### config.mk
export PLATFORM = sky130hd
export DESIGN_NAME = i420lb_fit
export DESIGN_NICKNAME = d
export VERILOG_FILES = /design/src/design/i420lb_pkg.sv /design/src/design/i420lb_fit.sv
export SDC_FILE = /design/constraint.sdc
export NUM_CORES = 1
export LEC_CHECK = 0
export BUFFER_PORTS_ARGS = -buffer_cell sky130_fd_sc_hd__buf_2
export CELL_PAD_IN_SITES_DETAIL_PLACEMENT = 0
export CELL_PAD_IN_SITES_GLOBAL_PLACEMENT = 2
export CORE_MARGIN = 2
export CORE_UTILIZATION = 43
export CTS_CLUSTER_DIAMETER = 60
export DETAILED_ROUTE_END_ITERATION = 7
export GPL_TIMING_DRIVEN = 0
export PLACE_DENSITY = 0.85
export SETUP_SLACK_MARGIN = 0.3
export SYNTH_ARGS = -nofsm -noshare
export SYNTH_HDL_FRONTEND = slang
export SYNTH_SLANG_ARGS = --single-unit
### constraint.sdc
create_clock -name clk_i -period 18.35 [get_ports clk_i]
set_clock_uncertainty 0.15 [all_clocks]
set_input_delay 1.835 -clock clk_i [delete_from_list [all_inputs] [get_ports clk_i]]
set_output_delay 1.835 -clock clk_i [all_outputs]
set_load 0.02 [all_outputs]
### src/design/i420lb_pkg.sv
// Shared types, constants and helpers for the I420 letterbox resizer.
// Used by every module of the block but i420lb_ram; depends on nothing.
package i420lb_pkg;

  localparam int FRAME_BYTES = 2097152;
  localparam int FRAME_AW    = $clog2(FRAME_BYTES);
  localparam int DIM_W       = 11;
  localparam int OFS_W       = 10;
  localparam int PROD_W      = 2 * DIM_W;
  localparam int DIV_STAGES  = DIM_W;
  // Accept edge to the edge that samples the result strobe.
  localparam int LATENCY     = DIV_STAGES + 8;

  localparam logic [7:0] PAD_VALUE = 8'd114;
  localparam logic signed [15:0] K_BU = 16'sd29032;
  localparam logic signed [15:0] K_GU = 16'sd5636;
  localparam logic signed [15:0] K_GV = 16'sd11698;
  localparam logic signed [15:0] K_RV = 16'sd22970;

  localparam logic [2:0] CFG_SRC_WIDTH   = 3'd0;
  localparam logic [2:0] CFG_SRC_HEIGHT  = 3'd1;
  localparam logic [2:0] CFG_DST_WIDTH   = 3'd2;
  localparam logic [2:0] CFG_DST_HEIGHT  = 3'd3;
  localparam logic [2:0] CFG_CROP_LEFT   = 3'd4;
  localparam logic [2:0] CFG_CROP_TOP    = 3'd5;
  localparam logic [2:0] CFG_CROP_WIDTH  = 3'd6;
  localparam logic [2:0] CFG_CROP_HEIGHT = 3'd7;

  typedef struct packed {
    logic [DIM_W-1:0] sw;
    logic [DIM_W-1:0] sh;
    logic [DIM_W-1:0] dw;
    logic [DIM_W-1:0] dh;
    logic [OFS_W-1:0] cl;
    logic [OFS_W-1:0] ct;
    logic [DIM_W-1:0] cw;
    logic [DIM_W-1:0] ch;
  } cfg_t;

  typedef struct packed {
    logic [DIM_W-1:0]    fw;
    logic [DIM_W-1:0]    fh;
    logic [OFS_W-1:0]    pl;
    logic [OFS_W-1:0]    pt;
    logic [FRAME_AW-1:0] uoff;
    logic [FRAME_AW-1:0] voff;
  } fit_t;

  // Request fields that ride along the pipeline.
  typedef struct packed {
    logic                rd;
    logic [FRAME_AW-1:0] waddr;
    logic [7:0]          wdata;
    logic [9:0]          x;
    logic [9:0]          y;
    logic                order;
    logic                in_win;
  } meta_t;

  localparam cfg_t CFG_RESET = '{sw: 11'd640, sh: 11'd480, dw: 11'd640, dh: 11'd640,
                                 cl: 10'd0, ct: 10'd0, cw: 11'd640, ch: 11'd480};
  localparam fit_t FIT_RESET = '{fw: 11'd640, fh: 11'd480, pl: 10'd0, pt: 10'd80,
                                 uoff: 21'd307200, voff: 21'd384000};

  // Zero-sized crop extents count as one.
  function automatic logic [DIM_W-1:0] nz(input logic [DIM_W-1:0] v);
    return (v == '0) ? DIM_W'(1) : v;
  endfunction

  // Floor by 2^14 and clamp to a byte.
  function automatic logic [7:0] to_byte(input logic signed [25:0] acc);
    logic [7:0] r;
    if (acc < 0) begin
      r = 8'd0;
    end else if (acc[25:22] != 4'd0) begin
      r = 8'd255;
    end else begin
      r = acc[21:14];
    end
    return r;
  endfunction

endpackage

### src/design/i420lb_fit.sv
// Configuration registers and the letterbox fit unit (multiply, then a
// bit-serial divide). Depends on i420lb_pkg.
module i420lb_fit import i420lb_pkg::*; (
  input  logic             clk_i,
  input  logic             rst_ni,
  input  logic             cfg_we_i,
  input  logic [2:0]       cfg_index_i,
  input  logic [DIM_W-1:0] cfg_data_i,
  output cfg_t             cfg_o,
  output fit_t             fit_o,
  output logic             busy_o
);

  localparam logic [2:0] ST_IDLE = 3'd0;
  localparam logic [2:0] ST_PRD  = 3'd1;
  localparam logic [2:0] ST_MUL  = 3'd2;
  localparam logic [2:0] ST_DIV  = 3'd3;
  localparam logic [2:0] ST_FIN  = 3'd4;

  logic [2:0]          state_q, state_d;
  cfg_t                cfg_q;
  fit_t                fit_q;
  logic [PROD_W-1:0]   p1_q, p2_q, area_q;
  logic                sel_q;
  logic [PROD_W:0]     num_q;
  logic [DIM_W:0]      den_q;
  logic [DIM_W+1:0]    rem_q;
  logic [4:0]          cnt_q;
  logic [DIM_W+1:0]    rem_sh;
  logic                ge;
  logic [DIM_W-1:0]    quo, fw_n, fh_n;
  logic                sel_n;
  logic [DIM_W-1:0]    den_n;

  assign rem_sh = {rem_q[DIM_W:0], num_q[PROD_W]};
  assign ge     = rem_sh >= {1'b0, den_q};
  assign quo    = num_q[DIM_W-1:0];
  assign sel_n  = p1_q <= p2_q;
  assign den_n  = sel_n ? nz(cfg_q.cw) : nz(cfg_q.ch);

  always_comb begin
    fw_n = sel_q ? cfg_q.dw : quo;
    fh_n = sel_q ? quo : cfg_q.dh;
    if (fw_n == '0) fw_n = DIM_W'(1);
    if (fh_n == '0) fh_n = DIM_W'(1);
  end

  always_comb begin
    state_d = state_q;
    unique case (state_q)
      ST_IDLE: if (cfg_we_i) state_d = ST_PRD;
      ST_PRD:  state_d = ST_MUL;
      ST_MUL:  state_d = ST_DIV;
      ST_DIV:  if (cnt_q == 5'd0) state_d = ST_FIN;
      ST_FIN:  state_d = ST_IDLE;
      default: state_d = ST_IDLE;
    endcase
  end

  always_ff @(posedge clk_i or negedge rst_ni) begin
    if (!rst_ni) begin
      state_q <= ST_IDLE;
      cfg_q   <= CFG_RESET;
      fit_q   <= FIT_RESET;
    end else begin
      state_q <= state_d;
      if (cfg_we_i) begin
        unique case (cfg_index_i)
          CFG_SRC_WIDTH:   cfg_q.sw <= cfg_data_i;
          CFG_SRC_HEIGHT:  cfg_q.sh <= cfg_data_i;
          CFG_DST_WIDTH:   cfg_q.dw <= cfg_data_i;
          CFG_DST_HEIGHT:  cfg_q.dh <= cfg_data_i;
          CFG_CROP_LEFT:   cfg_q.cl <= cfg_data_i[OFS_W-1:0];
          CFG_CROP_TOP:    cfg_q.ct <= cfg_data_i[OFS_W-1:0];
          CFG_CROP_WIDTH:  cfg_q.cw <= cfg_data_i;
          CFG_CROP_HEIGHT: cfg_q.ch <= cfg_data_i;
          default: ;
        endcase
      end
      if (state_q == ST_FIN) begin
        fit_q.fw   <= fw_n;
        fit_q.fh   <= fh_n;
        fit_q.pl   <= (fw_n > cfg_q.dw) ? '0 : OFS_W'((cfg_q.dw - fw_n) >> 1);
        fit_q.pt   <= (fh_n > cfg_q.dh) ? '0 : OFS_W'((cfg_q.dh - fh_n) >> 1);
        fit_q.uoff <= area_q[FRAME_AW-1:0];
        fit_q.voff <= FRAME_AW'(area_q + (area_q >> 2));
      end
    end
  end

  // Datapath of the fit unit: products of the freshly written registers,
  // then a restoring divide of 2*p + d by 2*d, one quotient bit per cycle.
  always_ff @(posedge clk_i) begin
    if (state_q == ST_PRD) begin
      p1_q   <= cfg_q.dw * nz(cfg_q.ch);
      p2_q   <= cfg_q.dh * nz(cfg_q.cw);
      area_q <= cfg_q.sw * cfg_q.sh;
    end
    if (state_q == ST_MUL) begin
      sel_q <= sel_n;
      num_q <= {sel_n ? p1_q : p2_q, 1'b0} + (PROD_W + 1)'(den_n);
      den_q <= {den_n, 1'b0};
      rem_q <= '0;
      cnt_q <= 5'(PROD_W);
    end
    if (state_q == ST_DIV) begin
      rem_q <= ge ? rem_sh - {1'b0, den_q} : rem_sh;
      num_q <= {num_q[PROD_W-1:0], ge};
      cnt_q <= cnt_q - 5'd1;
    end
  end

  assign cfg_o  = cfg_q;
  assign fit_o  = fit_q;
  assign busy_o = (state_q != ST_IDLE) || cfg_we_i;

endmodule

==> metrics.txt <==
status=finished, final reports clean; Ys Warns=0; proportion of layout cells with a drive suffix above 1=13.5%; Required @ worst endpoint=roughly 18 ns; number of synthesized flops with an enable pin=118; detailed-route vias per instance=between 5 and 6; top cell types by occurrence after synthesis=sky130_fd_sc_hd__nand2_1 (396), sky130_fd_sc_hd__inv_1 (371), sky130_fd_sc_hd__ha_1 (264), sky130_fd_sc_hd__fa_1 (245), sky130_fd_sc_hd__and2_1 (168); GR Overflow Total=0; # setup viols final=0; Buf/Inv on CP=6; Slowest-stage cell, CP=sky130_fd_sc_hd__dfstp_2; synthesized area per cell=roughly 9.8 sq um; endpoints failing hold=0; most frequently used flop master after synthesis=sky130_fd_sc_hd__dfrtp_1; # diodes=0; clock-pin transition on the worst setup and hold timing paths=0.06 ns; placeable core region=~0.061 sq mm; path type of the worst min-delay path=reg -> reg; Yosys reg bits=~290; Starting Density=43.3%; area leader, netlist=sky130_fd_sc_hd__fa_1; number of global-route vias before repair=about 20,000; placed wire-length estimate=between 50,000 and 60,000 um; synthesized-area fraction occupied by adder cells=30.9%; number of setup buffers added after CTS=0; max-cap viol count=0; cell types with the largest area share after synthesis=sky130_fd_sc_hd__fa_1 (18%), sky130_fd_sc_hd__edfxtp_1 (13%), sky130_fd_sc_hd__dfrtp_1 (13%); number of nets in the layout=around 3,500; antenna violations before repair=2; maximum number of pins on one net before global-route repair=about 120; unrepaired setup endpoints after global routing=no; post-synthesis share of cell area spent on xor and xnor gates=3.43%; post-synthesis compound-gate area fraction=between 8 and 9%; kind of cell with the highest combined delay on the critical path=adder cells; insertion delay to the later sink of the worst-skew pair=0.57 ns; number of buffers inserted by port buffering=187; Slew @ Worst Pin=0.987 ns; via count=19,900; FMAX=between 150 and 200 MHz; total number of placement rows=91; global placer's final weighted congestion=0.868; DRC=0; part of the Yosys area used for sequential elements=about 30%; post-synthesis to final-layout area growth=12.4%; Critical Setup Path Class=reg -> reg; wire length of the first global-routing pass=roughly 110,000 um; number of nets with antenna violations after routing=0; maximum level of the CTS H-tree=2; simple-gate portion of the synthesized area=15.9%; worst max-slew margin expressed relative to the limit=34.0%; Yosys cell types=73; number of instances in the synthesized netlist=about 2,700; element type at the critical path end=flop; worst path arrival time=6.77 ns; proportion of synthesized area in mux cells=just under 5%; cell at the root of the clock tree=sky130_fd_sc_hd__clkbuf_16; critical path peak fanout=10; share of the synthesized area in the top cell type=a little under a fifth; crit path launch type=flop; Iteration-0 DRC Markers=approximately 1,100; FFs w/ async S/R, synth=roughly three fifths; quantity of gates resized following cts=0; total die area=~0.064 sq mm; first-pass iteration count of the detailed router=5; die width=around 250 um; fin crit period=6.64 ns; net count after synthesis=around 3,300; combinational family with the most area after synthesis=adder cells; Setup TNS Final=0 ns; critical-path cell list=clkbuf_1 -> nand2_1 -> fa_1 -> inv_1 -> fa_1 -> inv_1 -> fa_1 -> inv_1 -> fa_1 -> inv_1 -> fa_1 -> inv_1 -> ha_1 -> or3_1 -> o2111ai_1 -> a31oi_1 -> and4_1 -> a2111oi_0 -> a21oi_1 -> xnor2_1; clock sink count=291; I/O pin count=between 150 and 200; routed wire length per instance=approximately 20 um; wire length reported by the detailed router=73,300 um; hold_buf cts=0; cell area after synthesis=about 0.027 sq mm; buffer depth of the longest clock path=3; clock tree from TritonCTS=yes; critical path's largest stage delay=roughly 0.6 ns; GRT Overall Usage=between 20% and 30%; die outline height=253 um; number of buffers added by the clock tree synthesis step=37; final critical-path share of the clock period=a little over a third; number of max-slew violations in the final report=0; most used standard cell by instance count after synthesis=sky130_fd_sc_hd__nand2_1
-- metal layers --
metal	global-route usage (%)	up-vias	wire [um]
met5	0	-	0
met4	7.30	0	2030
met3	3.45	112	4300
met2	35.1	527	31700
met1	34.1	9855	35300
li1	-	9434	-
-- cells in the final DEF (no fill, tap or decap), drive strengths merged, types with 32 or more instances in the layout --
master / n
fa: 245
o21ai: 113
nor3: 43
clkbuf: 149
ha: 264
dfstp: 35
nor2b: 43
edfxtp: 118
inv: 374
buf: 204
mux2: 87
xor2: 39
nand3: 36
nand2: 397
and2: 169
nor2: 82
mux2i: 32
a21oi: 82
dfrtp: 138
xnor2: 65
-- worst register-to-register path, delay by kind of cell (launching register included) --
| kind | cells | cell delay (ns) |
|---|---|---|
| xor gates and xnor gates | 1 | 0.18 |
| and+or+nand+nor | 3 | 0.80 |
| adders and majority gates | 6 | 2.84 |
| buffers and inverters | 6 | 0.73 |
| AOI/OAI and AO/OA | 4 | 1.07 |
| DFF | 1 | 0.59 |
-- final timing paths --
| kind | startpoint | to | slack, ns | cells after the start |
|---|---|---|---|---|
| setup / recovery | cfg_o[82] | area_q[21] | 11.71 | 20 |
| hold / removal | fit_o[34] | fit_o[34] | 0.31 | 2 |
| setup reg to reg | cfg_o[82] | area_q[21] | 11.71 | 20 |
| hold reg to reg | fit_o[34] | fit_o[34] | 0.31 | 2 |
| max in group asynchronous | rst_ni | cfg_o[28] | 16.01 | 2 |
| min in group asynchronous | rst_ni | fit_o[17] | 1.04 | 1 |
-- sequential cells by signal (all words and copies together) (netlist names), 3 cells and up --
signal,flops
fit_o,84
rem_q,12
cnt_q,5
p1_q,22
area_q,22
cfg_o,86
state_q,3
num_q,23
p2_q,22
den_q,11
-- cell families after synthesis --
group                      after synthesis
and+or+nand+nor                        870
adders and majority gates              509
buffers and inverters                  483
AOI/OAI and AO/OA                      349
DFF                                    291
muxes                                  119
xor gates and xnor gates               104
-- layout make-up --
cell class / instances / area, sq um
multi-input combinational: 1951 / 16900
buffer: 111 / 432
inverter: 372 / 1400
tap: 790 / 988
clock inverter: 19 / 239
sequential: 291 / 7920
timing repair buffer: 194 / 1050
fill: 5710 / 31500
clock buffer: 48 / 1020
-- metrics by stage --
stage / instance area, sq um / util (%) / cells / hold slack [ns] / setup WS, ns
finish: 29900 / 48.7 / 3776 / 0.313 / 11.71
global route: 29900 / 48.7 / 3776 / 0.338 / 11.28
CTS: 29900 / 48.7 / 3776 / 0.312 / 11.64
detailed placement: 28600 / 46.7 / 3709 / 0.303 / 11.66
global placement: 28500 / 46.5 / 3702 / 0.299 / 10.26
floorplan: 26600 / - / 2725 / 0.298 / 12.23
Power is not shown: default switching activity piles up to over one toggle a cycle in this logic, so the estimate is an artifact.
