$ cat src/design/i420lb_pkg.sv
// Shared types, constants and helpers for the I420 letterbox resizer.
// Used by every module of the block but i420lb_ram; depends on nothing.
package i420lb_pkg;

  localparam int FRAME_BYTES = 2097152;
  localparam int FRAME_AW    = $clog2(FRAME_BYTES);
  localparam int DIM_W       = 11;
  localparam int OFS_W       = 10;
  localparam int PROD_W      = 2 * DIM_W;
  localparam int DIV_STAGES  = DIM_W;
  // Accept edge to the edge that samples the result strobe.
  localparam int LATENCY     = DIV_STAGES + 8;

  localparam logic [7:0] PAD_VALUE = 8'd114;
  localparam logic signed [15:0] K_BU = 16'sd29032;
  localparam logic signed [15:0] K_GU = 16'sd5636;
  localparam logic signed [15:0] K_GV = 16'sd11698;
  localparam logic signed [15:0] K_RV = 16'sd22970;

  localparam logic [2:0] CFG_SRC_WIDTH   = 3'd0;
  localparam logic [2:0] CFG_SRC_HEIGHT  = 3'd1;
  localparam logic [2:0] CFG_DST_WIDTH   = 3'd2;
  localparam logic [2:0] CFG_DST_HEIGHT  = 3'd3;
  localparam logic [2:0] CFG_CROP_LEFT   = 3'd4;
  localparam logic [2:0] CFG_CROP_TOP    = 3'd5;
  localparam logic [2:0] CFG_CROP_WIDTH  = 3'd6;
  localparam logic [2:0] CFG_CROP_HEIGHT = 3'd7;

  typedef struct packed {
    logic [DIM_W-1:0] sw;
    logic [DIM_W-1:0] sh;
    logic [DIM_W-1:0] dw;
    logic [DIM_W-1:0] dh;
    logic [OFS_W-1:0] cl;
    logic [OFS_W-1:0] ct;
    logic [DIM_W-1:0] cw;
    logic [DIM_W-1:0] ch;
  } cfg_t;

  typedef struct packed {
    logic [DIM_W-1:0]    fw;
    logic [DIM_W-1:0]    fh;
    logic [OFS_W-1:0]    pl;
    logic [OFS_W-1:0]    pt;
    logic [FRAME_AW-1:0] uoff;
    logic [FRAME_AW-1:0] voff;
  } fit_t;

  // Request fields that ride along the pipeline.
  typedef struct packed {
    logic                rd;
    logic [FRAME_AW-1:0] waddr;
    logic [7:0]          wdata;
    logic [9:0]          x;
    logic [9:0]          y;
    logic                order;
    logic                in_win;
  } meta_t;

  localparam cfg_t CFG_RESET = '{sw: 11'd640, sh: 11'd480, dw: 11'd640, dh: 11'd640,
                                 cl: 10'd0, ct: 10'd0, cw: 11'd640, ch: 11'd480};
  localparam fit_t FIT_RESET = '{fw: 11'd640, fh: 11'd480, pl: 10'd0, pt: 10'd80,
                                 uoff: 21'd307200, voff: 21'd384000};

  // Zero-sized crop extents count as one.
  function automatic logic [DIM_W-1:0] nz(input logic [DIM_W-1:0] v);
    return (v == '0) ? DIM_W'(1) : v;
  endfunction

  // Floor by 2^14 and clamp to a byte.
  function automatic logic [7:0] to_byte(input logic signed [25:0] acc);
    logic [7:0] r;
    if (acc < 0) begin
      r = 8'd0;
    end else if (acc[25:22] != 4'd0) begin
      r = 8'd255;
    end else begin
      r = acc[21:14];
    end
    return r;
  endfunction

endpackage

$ cat src/design/i420lb_map.sv
// Destination-to-source mapping pipeline: window test, scale multiply,
// pipelined divide and plane address generation. Depends on i420lb_pkg.
module i420lb_map import i420lb_pkg::*; (
  input  logic                clk_i,
  input  logic                rst_ni,
  input  logic                vld_i,
  input  meta_t               meta_i,
  input  cfg_t                cfg_i,
  input  fit_t                fit_i,
  output logic                vld_o,
  output meta_t               meta_o,
  output logic [FRAME_AW-1:0] addr_y_o,
  output logic [FRAME_AW-1:0] addr_u_o,
  output logic [FRAME_AW-1:0] addr_v_o
);

  logic [DIM_W-1:0] x_ext, y_ext, dx_d, dy_d, cw_n, ch_n;
  logic             in_x, in_y;
  meta_t            m1_d;

  assign x_ext = {1'b0, meta_i.x};
  assign y_ext = {1'b0, meta_i.y};
  assign dx_d  = x_ext - {1'b0, fit_i.pl};
  assign dy_d  = y_ext - {1'b0, fit_i.pt};
  assign in_x  = (x_ext < cfg_i.dw) && (x_ext >= {1'b0, fit_i.pl}) && (dx_d < fit_i.fw);
  assign in_y  = (y_ext < cfg_i.dh) && (y_ext >= {1'b0, fit_i.pt}) && (dy_d < fit_i.fh);
  assign cw_n  = nz(cfg_i.cw);
  assign ch_n  = nz(cfg_i.ch);

  always_comb begin
    m1_d        = meta_i;
    m1_d.in_win = meta_i.rd && in_x && in_y;
  end

  // Stage 1: window test.
  logic             v1_q;
  meta_t            m1_q;
  logic [DIM_W-1:0] dx_q, dy_q;
  // Stage 2: scale product.
  logic              v2_q;
  meta_t             m2_q;
  logic [PROD_W-1:0] px_q, py_q;

  always_ff @(posedge clk_i or negedge rst_ni) begin
    if (!rst_ni) begin
      v1_q <= 1'b0;
      v2_q <= 1'b0;
    end else begin
      v1_q <= vld_i;
      v2_q <= v1_q;
    end
  end

  always_ff @(posedge clk_i) begin
    m1_q <= m1_d;
    dx_q <= dx_d;
    dy_q <= dy_d;
    m2_q <= m1_q;
    px_q <= dx_q * cw_n;
    py_q <= dy_q * ch_n;
  end

  // Divide stages, one quotient bit each, most significant first.
  logic [DIV_STAGES-1:0] dv_q;
  meta_t                 dm_q [DIV_STAGES];
  logic [PROD_W-1:0]     rx_q [DIV_STAGES];
  logic [PROD_W-1:0]     ry_q [DIV_STAGES];
  logic [DIM_W-1:0]      qx_q [DIV_STAGES];
  logic [DIM_W-1:0]      qy_q [DIV_STAGES];

  for (genvar k = 0; k < DIV_STAGES; k++) begin : g_div
    logic              v_in;
    meta_t             m_in;
    logic [PROD_W-1:0] rx_in, ry_in, fx_sh, fy_sh;
    logic [DIM_W-1:0]  qx_in, qy_in;
    logic              gx, gy;

    if (k == 0) begin : g_first
      assign v_in  = v2_q;
      assign m_in  = m2_q;
      assign rx_in = px_q;
      assign ry_in = py_q;
      assign qx_in = '0;
      assign qy_in = '0;
    end else begin : g_next
      assign v_in  = dv_q[k-1];
      assign m_in  = dm_q[k-1];
      assign rx_in = rx_q[k-1];
      assign ry_in = ry_q[k-1];
      assign qx_in = qx_q[k-1];
      assign qy_in = qy_q[k-1];
    end

    assign fx_sh = PROD_W'(fit_i.fw) << (DIV_STAGES - 1 - k);
    assign fy_sh = PROD_W'(fit_i.fh) << (DIV_STAGES - 1 - k);
    assign gx    = rx_in >= fx_sh;
    assign gy    = ry_in >= fy_sh;

    always_ff @(posedge clk_i or negedge rst_ni) begin
      if (!rst_ni) begin
        dv_q[k] <= 1'b0;
      end else begin
        dv_q[k] <= v_in;
      end
    end

    always_ff @(posedge clk_i) begin
      dm_q[k] <= m_in;
      rx_q[k] <= gx ? rx_in - fx_sh : rx_in;
      ry_q[k] <= gy ? ry_in - fy_sh : ry_in;
      qx_q[k] <= qx_in | (DIM_W'(gx) << (DIV_STAGES - 1 - k));
      qy_q[k] <= qy_in | (DIM_W'(gy) << (DIV_STAGES - 1 - k));
    end
  end

  // Stage 3: clamp into the crop window and offset to source coordinates.
  logic [DIM_W-1:0] lx, ly, cwm1, chm1;
  logic [DIM_W:0]   sx_d, sy_d;

  assign cwm1 = cw_n - DIM_W'(1);
  assign chm1 = ch_n - DIM_W'(1);
  assign lx   = (qx_q[DIV_STAGES-1] > cwm1) ? cwm1 : qx_q[DIV_STAGES-1];
  assign ly   = (qy_q[DIV_STAGES-1] > chm1) ? chm1 : qy_q[DIV_STAGES-1];
  assign sx_d = {1'b0, lx} + (DIM_W + 1)'(cfg_i.cl);
  assign sy_d = {1'b0, ly} + (DIM_W + 1)'(cfg_i.ct);

  logic           v3_q;
  meta_t          m3_q;
  logic [DIM_W:0] sx_q, sy_q;
  // Stage 4: row products for luma and chroma.
  logic                  v4_q;
  meta_t                 m4_q;
  logic [DIM_W:0]        sx4_q;
  logic [2*DIM_W:0]      ya_q;
  logic [2*DIM_W-2:0]    ca_q;
  // Stage 5: final plane addresses.
  logic                  v5_q;
  meta_t                 m5_q;
  logic [FRAME_AW-1:0]   ay_q, au_q, av_q;
  logic [FRAME_AW-1:0]   uv;

  assign uv = FRAME_AW'(ca_q) + FRAME_AW'(sx4_q[DIM_W:1]);

  always_ff @(posedge clk_i or negedge rst_ni) begin
    if (!rst_ni) begin
      v3_q <= 1'b0;
      v4_q <= 1'b0;
      v5_q <= 1'b0;
    end else begin
      v3_q <= dv_q[DIV_STAGES-1];
      v4_q <= v3_q;
      v5_q <= v4_q;
    end
  end

  always_ff @(posedge clk_i) begin
    m3_q  <= dm_q[DIV_STAGES-1];
    sx_q  <= sx_d;
    sy_q  <= sy_d;
    m4_q  <= m3_q;
    sx4_q <= sx_q;
    ya_q  <= sy_q * cfg_i.sw;
    ca_q  <= sy_q[DIM_W:1] * cfg_i.sw[DIM_W-1:1];
    m5_q  <= m4_q;
    if (m4_q.rd) begin
      ay_q <= FRAME_AW'(ya_q) + FRAME_AW'(sx4_q);
      au_q <= fit_i.uoff + uv;
      av_q <= fit_i.voff + uv;
    end else begin
      ay_q <= m4_q.waddr;
      au_q <= m4_q.waddr;
      av_q <= m4_q.waddr;
    end
  end

  assign vld_o    = v5_q;
  assign meta_o   = m5_q;
  assign addr_y_o = ay_q;
  assign addr_u_o = au_q;
  assign addr_v_o = av_q;

endmodule

$ cat config.mk
export PLATFORM = sky130hd
export DESIGN_NAME = i420lb_map
export DESIGN_NICKNAME = d
export VERILOG_FILES = /design/src/design/i420lb_pkg.sv /design/src/design/i420lb_map.sv
export SDC_FILE = /design/constraint.sdc
export NUM_CORES = 2
export LEC_CHECK = 0
export ABC_AREA = 0
export CORE_MARGIN = 2
export CORE_UTILIZATION = 45
export DETAILED_ROUTE_END_ITERATION = 8
export DONT_BUFFER_PORTS = 1
export HOLD_SLACK_MARGIN = 0.03
export RECOVER_POWER = 25
export SETUP_SLACK_MARGIN = 0.05
export SLEW_MARGIN = 20
export SYNTH_ARGS = -nofsm -noshare
export SYNTH_HDL_FRONTEND = slang
export SYNTH_SLANG_ARGS = --single-unit
$ cat constraint.sdc
create_clock -name clk_i -period 6.1 [get_ports clk_i]
set_clock_uncertainty 0.2 [all_clocks]
set_input_delay 0.915 -clock clk_i [delete_from_list [all_inputs] [get_ports clk_i]]
set_output_delay 0.915 -clock clk_i [all_outputs]
set_load 0.05 [all_outputs]
==> summary.md <==
| Metric | Value |
|---|---|
| Skew-Pair Late Insertion Delay | `just over 0.8 ns` |
| Row count | `approximately 140` |
| Prevailing post-synth register cell | `dfxtp_1` |
| # IOs | `approximately 340` |
| Number of diodes | `0` |
| CTS tree | `built` |
| Avg WL per Cell | `17.9 um` |
| Initial DRC count | `2,129` |
| Multi-input gate area | `33,100 um2` |
| Total grt overflow | `0` |
| Initial Util | `0.454` |
| Pre-CTS setup slack | `-0.169 ns` |
| Die Height | `about 390 um` |
| Final Max Slew Viols | `0` |
| Hold WC Path Type | `flop to flop` |
| H-tree depth | `4` |
| Worst r2r src | `sy_q[9]$_DFF_P_` |
| Worst reg-to-reg path cell count | `17` |
| Router iterations before antenna repair | `5` |
| Min-Delay Path Depth | `0` |
| Ys async rst share | `0.00983` |
| Nets | `a little under 8k` |
| Synthesized net count | `7,540` |
| Share of cells above drive strength 1 | `0.0632` |
| Total Routing Usage GR | `0.201` |
| Least-Margin Pin Slew | `between 1 and 1.5 ns` |
| Final count of hold timing violations | `0` |
| Outcome | `complete, no violations` |
| Synthesized area | `roughly 70,000 um2` |
| Fill count | `roughly 13k` |
| Std-Cell Core Area | `roughly 150,000 um2` |
| CTS buffer count | `approximately 160` |
| Chip width | `around 400 um` |
| CP Max Fanout | `11` |
| Worst R2R End | `ya_q[19]$_DFF_P_` |
| Die area | `about 150,000 um2` |
| Number of global-route vias before repair | `about 44k` |
| First-pass GRT wire length | `about 250 mm` |
| Flop-to-flop setup slack | `~0.38 ns` |
| Drc violations | `0` |
| Worst setup path class | `flop to flop` |
| Syn Inst Count | `roughly 6.4k` |
| GP Congestion | `between 0.9 and 1` |
| Distinct cell type count after synthesis | `between 70 and 80` |
| Worst setup path end | `ya_q[19]$_DFF_P_` |
| Via-per-instance ratio | `between 5 and 6` |
| Pin count of the biggest net entering global routing | `between 60 and 70` |
| Hpwl dp | `about 120 mm` |
| Number of synthesized flops with an enable pin | `0` |
| Crit path required time | `approximately 6.6 ns` |
| P&R area growth vs syn | `13.2%` |
| Root Buffer Master | `clkbuf_16` |
| Fin crit share | `0.937` |
| RSZ-0062 raised after global routing | `false` |
| Seq/Total Area, Yosys | `0.479` |
| Register Area | `between 30,000 and 40,000 um2` |
| Max frequency | `around 170 MHz` |
| Worst Path Arrival | `between 6 and 7 ns` |
| Max-slew headroom | `0.207` |
| Worst-path clk slew | `approximately 0.060 ns` |
| CP startpoint | `sy_q[9]$_DFF_P_` |
| Number of synthesized register bits | `1,627` |
| Num Clock Sinks | `1,627` |
| Max-Cap Viols | `0` |
| Final ANT Viol Nets | `0` |
| Post-route worst setup slack | `approximately 0.38 ns` |
| Port-buffer cells | `0` |
| Mapped Avg Cell Area | `approximately 11 um2` |
| Setup crit end kind | `flop` |
| Minimum clock period | `around 5.7 ns` |
| Initial antenna violation count | `10` |
| Maximum root-to-sink buffer count | `3` |
| Final setup fails | `0` |
| Warning count from the yosys run | `0` |
| Critical Path Start Type | `flop` |
| WL final | `roughly 160 mm` |
| Routed vias | `around 44k` |
==> metrics by stage <==
| step | util | cells | cell area [um2] | setup TNS, ns | hold WS (ns) |
|---|---|---|---|---|---|
| floorplan | - | 6401 | 68200 | -0.00871 | 0.110 |
| global placement | 0.472 | 8360 | 70800 | -0.107 | 0.110 |
| detailed placement | 0.472 | 8360 | 70800 | -0.169 | 0.112 |
| CTS | 0.514 | 8705 | 77200 | 0 | 0.0336 |
| global route | 0.514 | 8705 | 77200 | 0 | 0.0666 |
| finish | 0.514 | 8705 | 77200 | 0 | 0.0792 |
==> synth_stat cells, types with 23 or more instances <==
cell,number,area (um2)
dfxtp_1,1611,32300
ha_1,618,7730
inv_1,555,2080
nand2_1,461,1730
a21oi_1,323,1620
fa_1,296,5930
nor2_1,290,1090
o21ai_0,277,1390
xnor2_1,258,2260
and2_1,229,1430
xor2_1,161,1410
a21o_1,146,1100
clkbuf_1,112,420
nor3_1,101,505
nor2b_1,75,469
nand2b_1,74,463
o21a_1,62,465
nand3_1,59,295
nand4_1,59,369
a31oi_1,57,357
nor4_1,49,307
mux2_2,43,484
a211oi_1,41,308
a21boi_0,38,285
or3_1,37,231
o21bai_1,35,263
o31ai_1,33,248
mux2i_1,31,310
and3_1,23,144
==> how the worst min path moves through the flow <==
stage / startpoint / endpoint / slack [ns]
after detailed placement: dm_q[0][34]$_DFF_P_ / dm_q[1][34]$_DFF_P_ / 0.11
after global routing: meta_i[13] / dx_q[1]$_DFF_P_ / 0.07
after CTS: meta_i[13] / dx_q[1]$_DFF_P_ / 0.03
after floorplan: g_div[0].m_in[0]$_DFF_P_ / dm_q[0][0]$_DFF_P_ / 0.11
after global placement: m4_q[26]$_DFF_P_ / meta_o[26]$_DFF_P_ / 0.11
final: dm_q[1][9]$_DFF_P_ / dm_q[2][9]$_DFF_P_ / 0.08
==> registers in the layout (all words and copies together), names as in the netlist, 66 cells and up <==
register,flops
dm_q,572
qx_q,66
qy_q,66
rx_q,220
ry_q,220
==> logic make-up (layout without fill, tap and decap cells) <==
family,Yosys count,after routing,synth area share
DFF,1627,1627,0.479
and+or+nand+nor,1574,1574,0.117
AOI/OAI and AO/OA,1116,1116,0.101
adders and majority gates,914,914,0.200
buffers and inverters,677,965,0.0373
xor gates and xnor gates,419,419,0.0538
muxes,74,74,0.0116
==> placed cells by master (no fill, tap or decap), types with 57 or more instances in the layout <==
master and n:
dfxtp_1 1610, ha_1 618, inv_1 555, nand2_1 461, a21oi_1 321, fa_1 296
nor2_1 289, o21ai_0 277, xnor2_1 258, and2_1 229, clkbuf_16 163, xor2_1 161
a21o_1 146, nor3_1 101, nor2b_1 75, nand2b_1 74, buf_4 63, o21a_1 62
nand3_1 59, nand4_1 59, a31oi_1 57
==> critical path, stage by stage (launching register included) <==
cell,delay (ns)
dfxtp_1,0.63
nand2_1,0.15
fa_1,0.54
inv_1,0.05
fa_1,0.55
inv_1,0.07
fa_1,0.56
fa_1,0.43
fa_1,0.49
inv_1,0.04
ha_1,0.37
nand4_1,0.21
a2111oi_0,0.65
buf_4,0.22
nor3_1,0.05
nor2_1,0.16
o41ai_1,0.10
xnor2_1,0.14
==> what timing repair did <==
action / 4_1_cts / 5_1_grt
buffers inserted: 0 / 0
endpoints found under the hold margin: 69 / 0
hold buffers: 54 / 0
gates resized for setup: 0 / 1
endpoints found under the setup margin: 0 / 1
==> metal layers <==
layer,GRT usage,up-vias,routed length (um)
met1,0.277,21000,74800
met4,0.0527,12,3180
met3,0.0435,213,9370
met2,0.320,1114,68700
li1,-,21900,-
met5,0,-,75
==> layout make-up <==
cell class	instances	share of cell area
Clock buffer	204	0.0577
Timing Repair Buffer	117	0.0131
Tap cell	2016	0.0327
Sequential cell	1627	0.423
Clock inverter	87	0.0182
Multi-Input combinational cell	4097	0.428
Inverter	557	0.0271
Power is not shown: default switching activity piles up to over one toggle a cycle in this logic, so the estimate is an artifact.
