$ cat config.mk
export PLATFORM = sky130hd
export DESIGN_NAME = i420lb_csc
export DESIGN_NICKNAME = d
export VERILOG_FILES = /design/src/design/i420lb_pkg.sv /design/src/design/i420lb_csc.sv
export SDC_FILE = /design/constraint.sdc
export NUM_CORES = 1
export LEC_CHECK = 0
export CAP_MARGIN = 20
export CORE_MARGIN = 5
export CORE_UTILIZATION = 30
export DETAILED_ROUTE_END_ITERATION = 8
export DONT_BUFFER_PORTS = 1
export HOLD_SLACK_MARGIN = 0.02
export PLACE_DENSITY = 0.54
export SYNTH_ARGS = -nofsm -noshare
export SYNTH_HDL_FRONTEND = slang
export SYNTH_SLANG_ARGS = --single-unit
$ cat constraint.sdc
create_clock -name clk_i -period 3.9 [get_ports clk_i]
set_input_delay 0.585 -clock clk_i [delete_from_list [all_inputs] [get_ports clk_i]]
set_output_delay 0.585 -clock clk_i [all_outputs]
set_load 0.05 [all_outputs]
$ cat src/design/i420lb_pkg.sv
// Shared types, constants and helpers for the I420 letterbox resizer.
// Used by every module of the block but i420lb_ram; depends on nothing.
package i420lb_pkg;

  localparam int FRAME_BYTES = 2097152;
  localparam int FRAME_AW    = $clog2(FRAME_BYTES);
  localparam int DIM_W       = 11;
  localparam int OFS_W       = 10;
  localparam int PROD_W      = 2 * DIM_W;
  localparam int DIV_STAGES  = DIM_W;
  // Accept edge to the edge that samples the result strobe.
  localparam int LATENCY     = DIV_STAGES + 8;

  localparam logic [7:0] PAD_VALUE = 8'd114;
  localparam logic signed [15:0] K_BU = 16'sd29032;
  localparam logic signed [15:0] K_GU = 16'sd5636;
  localparam logic signed [15:0] K_GV = 16'sd11698;
  localparam logic signed [15:0] K_RV = 16'sd22970;

  localparam logic [2:0] CFG_SRC_WIDTH   = 3'd0;
  localparam logic [2:0] CFG_SRC_HEIGHT  = 3'd1;
  localparam logic [2:0] CFG_DST_WIDTH   = 3'd2;
  localparam logic [2:0] CFG_DST_HEIGHT  = 3'd3;
  localparam logic [2:0] CFG_CROP_LEFT   = 3'd4;
  localparam logic [2:0] CFG_CROP_TOP    = 3'd5;
  localparam logic [2:0] CFG_CROP_WIDTH  = 3'd6;
  localparam logic [2:0] CFG_CROP_HEIGHT = 3'd7;

  typedef struct packed {
    logic [DIM_W-1:0] sw;
    logic [DIM_W-1:0] sh;
    logic [DIM_W-1:0] dw;
    logic [DIM_W-1:0] dh;
    logic [OFS_W-1:0] cl;
    logic [OFS_W-1:0] ct;
    logic [DIM_W-1:0] cw;
    logic [DIM_W-1:0] ch;
  } cfg_t;

  typedef struct packed {
    logic [DIM_W-1:0]    fw;
    logic [DIM_W-1:0]    fh;
    logic [OFS_W-1:0]    pl;
    logic [OFS_W-1:0]    pt;
    logic [FRAME_AW-1:0] uoff;
    logic [FRAME_AW-1:0] voff;
  } fit_t;

  // Request fields that ride along the pipeline.
  typedef struct packed {
    logic                rd;
    logic [FRAME_AW-1:0] waddr;
    logic [7:0]          wdata;
    logic [9:0]          x;
    logic [9:0]          y;
    logic                order;
    logic                in_win;
  } meta_t;

  localparam cfg_t CFG_RESET = '{sw: 11'd640, sh: 11'd480, dw: 11'd640, dh: 11'd640,
                                 cl: 10'd0, ct: 10'd0, cw: 11'd640, ch: 11'd480};
  localparam fit_t FIT_RESET = '{fw: 11'd640, fh: 11'd480, pl: 10'd0, pt: 10'd80,
                                 uoff: 21'd307200, voff: 21'd384000};

  // Zero-sized crop extents count as one.
  function automatic logic [DIM_W-1:0] nz(input logic [DIM_W-1:0] v);
    return (v == '0) ? DIM_W'(1) : v;
  endfunction

  // Floor by 2^14 and clamp to a byte.
  function automatic logic [7:0] to_byte(input logic signed [25:0] acc);
    logic [7:0] r;
    if (acc < 0) begin
      r = 8'd0;
    end else if (acc[25:22] != 4'd0) begin
      r = 8'd255;
    end else begin
      r = acc[21:14];
    end
    return r;
  endfunction

endpackage

$ cat src/design/i420lb_csc.sv
// Two-stage full-range BT.601 color conversion, padding and channel
// ordering into the result registers. Depends on i420lb_pkg.
module i420lb_csc import i420lb_pkg::*; (
  input  logic       clk_i,
  input  logic       rst_ni,
  input  logic       vld_i,
  input  meta_t      meta_i,
  input  logic [7:0] y_i,
  input  logic [7:0] u_i,
  input  logic [7:0] v_i,
  output logic       valid_o,
  output logic [7:0] first_o,
  output logic [7:0] second_o,
  output logic [7:0] third_o,
  output logic       sampled_o,
  output logic [9:0] x_o,
  output logic [9:0] y_o
);

  logic signed [8:0]  us, vs;
  logic signed [24:0] bu_d, gu_d, gv_d, rv_d;

  assign us   = $signed({1'b0, u_i}) - 9'sd128;
  assign vs   = $signed({1'b0, v_i}) - 9'sd128;
  assign bu_d = K_BU * us;
  assign gu_d = K_GU * us;
  assign gv_d = K_GV * vs;
  assign rv_d = K_RV * vs;

  logic               v7_q;
  meta_t              m7_q;
  logic signed [25:0] yl_q;
  logic signed [24:0] bu_q, gu_q, gv_q, rv_q;

  always_ff @(posedge clk_i or negedge rst_ni) begin
    if (!rst_ni) begin
      v7_q <= 1'b0;
    end else begin
      v7_q <= vld_i;
    end
  end

  always_ff @(posedge clk_i) begin
    m7_q <= meta_i;
    yl_q <= $signed({4'b0, y_i, 14'b0});
    bu_q <= bu_d;
    gu_q <= gu_d;
    gv_q <= gv_d;
    rv_q <= rv_d;
  end

  logic [7:0] b_n, g_n, r_n, b_s, g_s, r_s;

  assign b_n = to_byte(yl_q + 26'(bu_q));
  assign g_n = to_byte(yl_q - 26'(gu_q) - 26'(gv_q));
  assign r_n = to_byte(yl_q + 26'(rv_q));
  assign b_s = m7_q.in_win ? b_n : PAD_VALUE;
  assign g_s = m7_q.in_win ? g_n : PAD_VALUE;
  assign r_s = m7_q.in_win ? r_n : PAD_VALUE;

  logic       valid_q, sampled_q;
  logic [7:0] first_q, second_q, third_q;
  logic [9:0] x_q, y_q;

  always_ff @(posedge clk_i or negedge rst_ni) begin
    if (!rst_ni) begin
      valid_q <= 1'b0;
    end else begin
      valid_q <= v7_q && m7_q.rd;
    end
  end

  always_ff @(posedge clk_i) begin
    first_q   <= m7_q.order ? r_s : b_s;
    second_q  <= g_s;
    third_q   <= m7_q.order ? b_s : r_s;
    sampled_q <= m7_q.in_win;
    x_q       <= m7_q.x;
    y_q       <= m7_q.y;
  end

  assign valid_o   = valid_q;
  assign first_o   = first_q;
  assign second_o  = second_q;
  assign third_o   = third_q;
  assign sampled_o = sampled_q;
  assign x_o       = x_q;
  assign y_o       = y_q;

endmodule

==> metrics, run 1 <==
status=finished with violations; failing checks=setup timing; Final Non-Filler Cells=1883; sequential cell fraction of total power=21.6%; Avg Inst Size Synth=10.0 µm²; Synth Net Count=1628; Routed WL=27.3 mm; setup ws final=-572 ps; Via Count=8609; YS warnings=0; Reg2Reg Depth=10; Worst-Margin Slew=611 ps; worst-skew pair later-pin latency=430 ps; CTS tree=built; Setup Viol. Count Final=22; clock sinks=144; NetSw=4560 µW; Layout fillers=3944; fmax=224 MHz; Post-Route Skew=17.6 ps; Die Span X=209 µm; max-cap violations=0; H-tree depth=4; Post-Route Setup TNS=-6210 ps; dpl cells=1834; Detailed Route Iter0 Violations=319; Routed wire per std cell=14.5 µm; worst-case clock buffer depth=2; final hold viol count=0; DRC viols=0; Worst R2R Start=yl_q[17]$_DFF_P_; area growth from synthesis to layout=24.8%; Min-Delay Endpoint=yl_q[18]$_DFF_P_; fin crit share=115%; Cell Area, Synth=11900 µm²; worst-path fanout max=6; FF/Latch Area=2890 µm²; post-synthesis cell type count=67; Clk pwr share=15.3%; Sw Ratio=42.5%; cell row count=73; Worst R2R Setup Slack=330 ps; hold path cells=0; Antenna diodes=0; die extent in y=209 µm; starting density of the core=30.2%; Worst-path clk slew=80 ps; reg2reg end=second_o[7]$_SDFF_PP0_; Min-Delay Startpoint=y_i[4]; Hold Slack=170 ps; Seq/Total Area, Yosys=24.3%; critical path type=input pin to register; first-pass GRT wire length=45.6 mm; Final #Nets=1785; GPL Wtd Cong=0.832; die footprint=43700 µm²; Comb pwr share=63.1%; Post-Syn Instances=1188; grt ovf=0; antenna violations before repair=0; Setup crit start kind=input pin; worst min path class=input pin to register; DRT Pass-1 Iters=4; final antenna-violating net count=0; Post-synth ARST share=1.39%; number of global-route vias before repair=9041; dpl hpwl=22.9 mm; vias per inst=4.57; Design Area, Final=14900 µm²; Slew headroom=59.2%; RSZ-0062 raised after global routing=true; GRT Total Usage=12.9%; share of layout cells above drive strength 1=21.6%; Worst VDD drop=0.000377 V; Final Max Tran Viols=0; CP required=4210 ps; largest net degree at the start of global routing=17; IO Pins=125; Top FF cell, synth=dfxtp_1; pwr dens=723 nW/µm²; total CTS buffers=17; Root Driver=clkbuf_16; Core ar.=39500 µm²; Pint=6180 µW; launch point of the worst path=v_i[3]; Seq cells post-synth=144; Worst EP arrival=4780 ps; number of enable flip-flop cells after synthesis=0; Area after DPL=13800 µm²; leakage power=0.00739 µW; crit end category=register; port bufs=0; Final min period=4470 ps; Multi-input gate area=8680 µm²
[cell usage in the layout (no fill, tap or decap), types with 10 or more instances in the layout]
cell	n
a211oi_1	11
a21o_1	19
a21oi_1	34
buf_4	133
clkbuf_16	17
dfxtp_1	142
fa_1	89
ha_1	238
ha_4	24
inv_1	225
inv_2	11
nand2_1	25
nand3_1	17
nor2_1	43
nor3_1	13
o21ai_0	30
o22ai_1	10
xnor2_1	34
xor2_1	20
[flip-flops by register name, summed over array words and instances (netlist names)]
register	cells
bu_q	11
first_o	8
gu_q	21
gv_q	21
m7_q	23
rv_q	13
sampled_o	1
second_o	8
third_o	8
v7_q	1
valid_o	1
x_o	10
y_o	10
yl_q	8
[stage by stage]
step | setup WS (ps) | power, µW | utilization, %
after floorplan | -935 | 6720 | -
after CTS | -558 | 10700 | 37.1
final | -572 | 10700 | 37.6
after global placement | -1130 | 8570 | 35.0
after global routing | -715 | 11800 | 37.6
after detailed placement | -1180 | 8650 | 35.0
[layer usage]
layer / vias to the layer above / share of wire (%) / global-route usage (%)
li1: 4325 / - / -
met1: 4128 / 48 / 17.3
met2: 139 / 48 / 21.8
met3: 17 / 3.1 / 2.54
met4: 0 / 0.96 / 2.88
met5: - / 0 / 0
[how the worst max path moves through the flow]
| stage | end | slack (ps) | cells after the start |
|---|---|---|---|
| 2_1_floorplan | rv_q[23]$_DFF_P_ | -940 | 16 |
| 3_3_place_gp | rv_q[23]$_DFF_P_ | -1130 | 16 |
| 4_1_cts | rv_q[23]$_DFF_P_ | -560 | 16 |
| 5_1_grt | rv_q[23]$_DFF_P_ | -720 | 16 |
| 3_5_place_dp | rv_q[23]$_DFF_P_ | -1180 | 16 |
| 6_report | rv_q[23]$_DFF_P_ | -570 | 16 |
[power groups by stage]
stage,registers (µW),clock network [µW],logic [µW]
floorplan,2270,0,4450
global placement,2360,0,6210
detailed placement,2360,0,6290
CTS,2330,1710,6690
global route,2360,1770,7710
finish,2320,1650,6780
[what timing repair did]
item / CTS / global route
pin swaps: 26 / 22
setup buffers: 11 / 7
hold endpoints to repair: 2 / 0
hold buffers: 1 / 0
endpoints found under the setup margin: 24 / 32
resized for setup: 28 / 36
[cell usage after synthesis (3+ instances only)]
cell type	instances	area, µm²
o21bai_1	5	37.5
nor2_1	50	188
o211ai_1	4	30.0
o2111ai_1	3	26.3
or2_2	9	56.3
and2_1	7	43.8
inv_1	239	897
mux2i_1	3	30.0
o31a_1	4	35.0
o22ai_1	11	68.8
o31ai_1	7	52.6
and3_1	4	25.0
nand2b_1	9	56.3
o21ai_0	38	190
a22oi_1	6	45.0
nand3_1	17	85.1
xnor2_1	35	307
dfxtp_1	142	2840
a211oi_2	3	37.5
nor2b_1	9	56.3
o21ai_1	3	15.0
a21oi_1	44	220
ha_1	265	3320
a211oi_1	16	120
a31oi_1	9	56.3
nand2_1	25	93.8
xor2_1	22	193
a21o_1	19	143
a41oi_1	3	26.3
o221ai_1	3	26.3
nand4_1	4	25.0
or3_1	4	25.0
fa_1	96	1920
o31ai_2	3	37.5
o21a_1	9	67.6
clkbuf_1	4	15.0
nor3_1	15	75.1
a31o_2	3	26.3
[cell families after synthesis]
kind of cell / Yosys count / synth area share (%)
xor+xnor: 57 / 4.20
mux: 4 / 0.379
fa+ha+maj: 361 / 44.0
simple gates: 163 / 6.92
compound gates: 214 / 12.4
flops: 144 / 24.3
buf+inv: 245 / 7.73
[worst max-delay path, cell delays in order]
cell and delay (ps):
fa_2 370, fa_1 510, fa_1 430, fa_1 500, inv_2 40, fa_1 500
inv_1 50, ha_2 170, a21o_1 150, a211o_1 280, a41oi_4 210, o211a_1 210
o31ai_2 90, or3_4 350, a31o_2 210, xnor2_1 120
[layout make-up]
| type | count | area share [%] |
|---|---|---|
| clock inverter | 13 | 1.04 |
| sequential | 144 | 19.5 |
| multi-input combinational | 799 | 58.4 |
| timing repair buffer | 143 | 7.53 |
| tap | 525 | 4.42 |
| inverter | 240 | 6.13 |
| clock buffer | 19 | 2.98 |
Power figures use the tool's default switching activity.
==> run 2, diff against run 1 <==
--- a/config.mk
+++ b/config.mk
@@ -5,7 +5,9 @@
 export SDC_FILE = /design/constraint.sdc
 export NUM_CORES = 1
 export LEC_CHECK = 0
+export ABC_AREA = 1
 export CAP_MARGIN = 20
+export CORE_ASPECT_RATIO = 1.75
 export CORE_MARGIN = 5
 export CORE_UTILIZATION = 30
 export DETAILED_ROUTE_END_ITERATION = 8
==> metrics, run 2 <==
status=completed; Slew headroom=63.6%; Root Driver=clkbuf_16; Final min period=3800 ps; Crit path max-delay family=adder cells; most frequent cell after synthesis=inv_1; worst-case clock buffer depth=2; Post-CTS Setup Repair Bufs=0; number of enable flip-flop cells after synthesis=0; final core occ=35.8%; YS warnings=0; final antenna-violating net count=0; share of layout cells above drive strength 1=12.3%; first-pass GRT wire length=57.2 mm; Die Span X=169 µm; crit end category=register; GPL Wtd Cong=0.899; largest family of logic cells by synthesized area=adder cells; GRT Total Usage=15.0%; Worst-Margin Slew=545 ps; Antenna diodes=0; largest net degree at the start of global routing=18; Core ar.=43500 µm²; number of global-route vias before repair=11300; DRC viols=0; Avg Inst Size Synth=8.16 µm²; xor and xnor area share after synthesis=3.84%; adder-cell share of the synthesized area=39.6%; cell accounting for the most synthesized area=ha_1; Setup Viol. Count Final=0; fin crit share=97.4%; most common cell after layout, fill and taps aside=nand2_1; Worst EP arrival=4130 ps; Post-Route Setup TNS=0 ps; worst min path class=input pin to register; Setup crit start kind=input pin; Layout fillers=4602; Final #Nets=2186; Synth top area share=25.1%; cell row count=101; slowest CP cell=fa_1; Worst-path clk slew=70 ps; max reg flops=23; vias per inst=4.53; CP required=4230 ps; fmax=263 MHz; Post-Route Skew=11.1 ps; DRT Pass-1 Iters=7; Critical path buffers and inverters=2; Post-synth top cells=326 x inv_1, 323 x nand2_1, 265 x ha_1, 142 x dfxtp_1, 96 x fa_1; area growth from synthesis to layout=17.6%; leakage power=0.00840 µW; Seq/Total Area, Yosys=21.9%; Design Area, Final=15600 µm²; Top FF cell, synth=dfxtp_1; final hold viol count=0; Post-Syn Instances=1620; Largest regs=m7_q (23), gu_q (21), gv_q (21); worst-skew pair later-pin latency=440 ps; starting density of the core=30.4%; RSZ-0062 raised after global routing=true; mux cell area share after synthesis=0%; port bufs=0; antenna violations before repair=0; worst-path cell chain=fa_2 -> fa_1 -> fa_1 -> fa_1 -> inv_2 -> fa_1 -> inv_2 -> ha_4 -> a21o_1 -> a21oi_2 -> o21ai_2 -> nand3_1 -> nand2_2 -> nand3_1 -> nand2_1 -> xor2_1; Worst VDD drop=0.000425 V; die extent in y=288 µm; Max stage delay on crit path=560 ps; most frequent cells in the layout=321 x nand2_1, 320 x inv_1, 253 x ha_1, 142 x dfxtp_1, 111 x buf_4; post-synthesis cell type count=41; worst-path fanout max=7; Synth Net Count=2060; CP dominant cell by count=fa_1; Post-synth ARST share=1.39%; Routed WL=35.1 mm; Top reg by flops=m7_q; die footprint=48500 µm²; Cell Area, Synth=13200 µm²; Seq cells post-synth=144; Detailed Route Iter0 Violations=373; Hold Slack=161 ps; total CTS buffers=17; top cells by area, synth=ha_1 25%, dfxtp_1 21%, fa_1 15%; dpl hpwl=31.0 mm; max-cap violations=0; grt ovf=0; Via Count=10500; Routed wire per std cell=15.1 µm; Area after DPL=14900 µm²; pwr dens=765 nW/µm²; H-tree depth=4; Compound-Gate Fraction of Synth Area=6.93%; Final Max Tran Viols=0; critical path type=input pin to register; Synth Area in Simple Gates=18.2%; CTS tree=built; IO Pins=125; clock sinks=144
-- run 2: changes by cell type after synthesis, sizes merged, moves of 11 or more --
cell    previous run  this run
nand2             25       330
a21o              20         9
a211oi            19         2
a21oi             44        95
nor2              50        80
nand4              4        24
inv              239       332
xor2              22        38
nand3             17        85
o22ai             11         0
xnor2             35        20
-- run 2: power by group --
part / total (µW) / internal (µW) / switching, µW
registers: 2330 / 1860 / 470
clock network: 1650 / 918 / 729
logic: 7920 / 3310 / 4610
-- run 2: through the flow --
| stage | std cells | power (µW) | setup WS, ps |
|---|---|---|---|
| floorplan | 1620 | 7600 | -262 |
| global placement | 2292 | 10200 | -413 |
| detailed placement | 2292 | 10300 | -448 |
| CTS | 2325 | 12000 | 45.8 |
| global route | 2325 | 13200 | -52.9 |
| finish | 2325 | 11900 | 102 |
-- run 2: worst paths after layout --
check                           cells after the start                     end             start  slack [ps]
worst max-delay path                               16        rv_q[23]$_DFF_P_            v_i[5]         100
worst min-delay path                                0         gv_q[3]$_DFF_P_            v_i[2]         160
worst max register to register                     10  second_o[4]$_SDFF_PN1_  yl_q[15]$_DFF_P_        1070
worst min register to register                      0          y_o[6]$_DFF_P_   m7_q[8]$_DFF_P_         330
max in group asynchronous                           1          v7_q$_DFF_PN0_            rst_ni        3400
min in group asynchronous                           1       valid_o$_DFF_PN0_            rst_ni         380
-- run 2: layout make-up --
cell class | count | area, µm² | share of cell area, %
multi-input combinational | 1139 | 9270 | 59.6
timing repair buffer | 112 | 843 | 5.42
sequential | 144 | 2890 | 18.6
clock buffer | 18 | 439 | 2.82
clock inverter | 14 | 146 | 0.941
inverter | 332 | 1250 | 8.06
tap | 566 | 708 | 4.55
-- run 2: metal layers --
layer / track usage (%) / vias to the layer above / part of all wire [%]
li1: - / 5403 / -
met1: 14.3 / 4894 / 36
met2: 30.6 / 175 / 57
met3: 2.07 / 64 / 3.1
met4: 7.03 / 0 / 4.1
met5: 0 / - / 0
-- run 2: kinds of logic (layout without fill, tap and decap cells) --
logic type / Yosys count / count (layout)
AOI/OAI and AO/OA: 166 / 166
xor gates and xnor gates: 58 / 58
adders and majority gates: 361 / 361
buffers and inverters: 337 / 476
DFF: 144 / 144
and+or+nand+nor: 554 / 554
-- run 2: what timing repair did --
item | 4_1_cts | 5_1_grt
resized for setup | 0 | 15
endpoints found under the setup margin | 0 | 17
hold buffers | 1 | 0
hold endpoints to repair | 2 | 0
==> run 3, diff against run 2 <==
==> constraint.sdc (replaced) <==
create_clock -name clk_i -period 3.62 [get_ports clk_i]
set_input_delay 0.543 -clock clk_i [delete_from_list [all_inputs] [get_ports clk_i]]
set_output_delay 0.543 -clock clk_i [all_outputs]
set_load 0.05 [all_outputs]
==> metrics, run 3 (synthesis gave the netlist of run 2 again) <==
Final Power=13800 µW; Worst-path clk slew=70 ps; hold path cells=0; Crit path max-delay family=adder cells; Final min period=3720 ps; Reg2Reg Depth=12; cell row count=101; Worst EP arrival=4030 ps; area growth from synthesis to layout=23.4%; setup ws final=-98.8 ps; fmax=269 MHz; most frequent cells in the layout=316 x nand2_1, 312 x inv_1, 235 x ha_1, 152 x buf_4, 142 x dfxtp_1; worst-path fanout max=6; pwr dens=844 nW/µm²; Post-Route Setup TNS=-586 ps; Core ar.=43500 µm²; dpl hpwl=31.5 mm; Levels on crit path=16; failing checks=setup timing; Critical path buffers and inverters=2; DR top layer=met4; port bufs=0; met3 routed WL=1.02 mm; Worst VDD drop=0.000377 V; die extent in y=288 µm; Via Count=10700; max-cap violations=0; final antenna-violating net count=0; dpl cells=2327; die footprint=48500 µm²; Final Non-Filler Cells=2367; final core occ=37.5%; wire length on met1=13.4 mm; CP required=3940 ps; Final #Nets=2229; Worst-Margin Slew=545 ps; met2 WL=20.2 mm; Routed WL=36.2 mm; Die Span X=169 µm; worst-path cell chain=fa_2 -> fa_1 -> fa_1 -> fa_1 -> inv_2 -> fa_1 -> inv_2 -> ha_4 -> a21o_1 -> a21oi_2 -> o21ai_2 -> nand3_1 -> nand2_2 -> nand3_1 -> nand2_1 -> xor2_1; Root Driver=clkbuf_16; CTS tree=built; Post-Route Skew=16.8 ps; antenna violations before repair=0; worst-skew pair later-pin latency=440 ps; worst min path class=input pin to register; worst-case clock buffer depth=2; GRT Total Usage=15.3%; grt ovf=0; leakage power=0.00865 µW; fin crit share=103%; CP dominant cell by count=fa_1; GPL Wtd Cong=0.910; max reg flops=23; largest net degree at the start of global routing=18; H-tree depth=4; slowest CP cell=fa_1; critical path type=input pin to register; final hold viol count=0; DRT Pass-1 Iters=5; first-pass GRT wire length=58.1 mm; IO Pins=125; starting density of the core=30.4%; number of global-route vias before repair=11400; Slew headroom=63.6%; vias per inst=4.50; Antenna diodes=0; Setup Viol. Count Final=11; share of layout cells above drive strength 1=17.2%; most common cell after layout, fill and taps aside=nand2_1; crit end category=register; total CTS buffers=17; clock sinks=144; Routed wire per std cell=15.3 µm; Top reg by flops=m7_q; status=finished with violations; RSZ-0062 raised after global routing=true; Max stage delay on crit path=520 ps; Largest regs=m7_q (23), gu_q (21), gv_q (21); Detailed Route Iter0 Violations=267; Final Max Tran Viols=0; DRC viols=0; Setup crit start kind=input pin
==> run 3: cell types whose count changed in the layout (fill, tap and decap cells not counted), sizes merged <==
cell      previous run  this run
buf                111       154
clkinv               4         5
clkinvlp             3         4
clkbuf              18        19
inv                338       332
bufinv               1         3
==> run 3: path summary, 6_finish.rpt <==
path / start / endpoint / slack, ps
setup reg to reg: yl_q[14]$_DFF_P_ / second_o[0]$_SDFF_PP0_ / 920
hold reg to reg: m7_q[8]$_DFF_P_ / y_o[6]$_DFF_P_ / 320
max in group asynchronous: rst_ni / v7_q$_DFF_PN0_ / 3150
min in group asynchronous: rst_ni / valid_o$_DFF_PN0_ / 350
setup / recovery: v_i[3] / rv_q[23]$_DFF_P_ / -100
hold / removal: y_i[3] / yl_q[17]$_DFF_P_ / 120
==> run 3: per-stage QoR <==
stage               hold WS [ps]  setup WS, ps  cell area [µm²]
floorplan                    247          -500            13500
global placement             247          -689            15300
detailed placement           247          -697            15300
CTS                         92.2         -83.4            16100
global route                91.0          -213            16300
finish                       123         -98.8            16300
==> run 3: what timing repair did <==
| action | in CTS | in global routing |
|---|---|---|
| buffers inserted | 2 | 6 |
| setup endpoints to repair | 19 | 22 |
| pin swaps | 10 | 33 |
| hold buffers | 1 | 0 |
| resized for setup | 23 | 39 |
| endpoints found under the hold margin | 2 | 0 |
==> run 3: layout make-up <==
| type | count | area, µm² |
|---|---|---|
| multi-input combinational | 1139 | 9670 |
| inverter | 332 | 1260 |
| tap | 566 | 708 |
| clock inverter | 12 | 159 |
| sequential | 144 | 2890 |
| fill | 4507 | 27200 |
| timing repair buffer | 155 | 1170 |
| clock buffer | 19 | 453 |
==> run 3: power breakdown <==
part	total, µW	internal, µW	leakage, µW	switching [µW]
Sequential	2490	2000	0.00122	490
Clock	1830	1120	0.000296	706
Combinational	9440	4140	0.00713	5300
Total	13800	7270	0.00865	6500
==> run 3: layer usage <==
layer,global-route usage (%),vias up
li1,-,5506
met1,15.1,4885
met2,30.6,186
met3,2.21,73
met4,6.96,0
met5,0,-
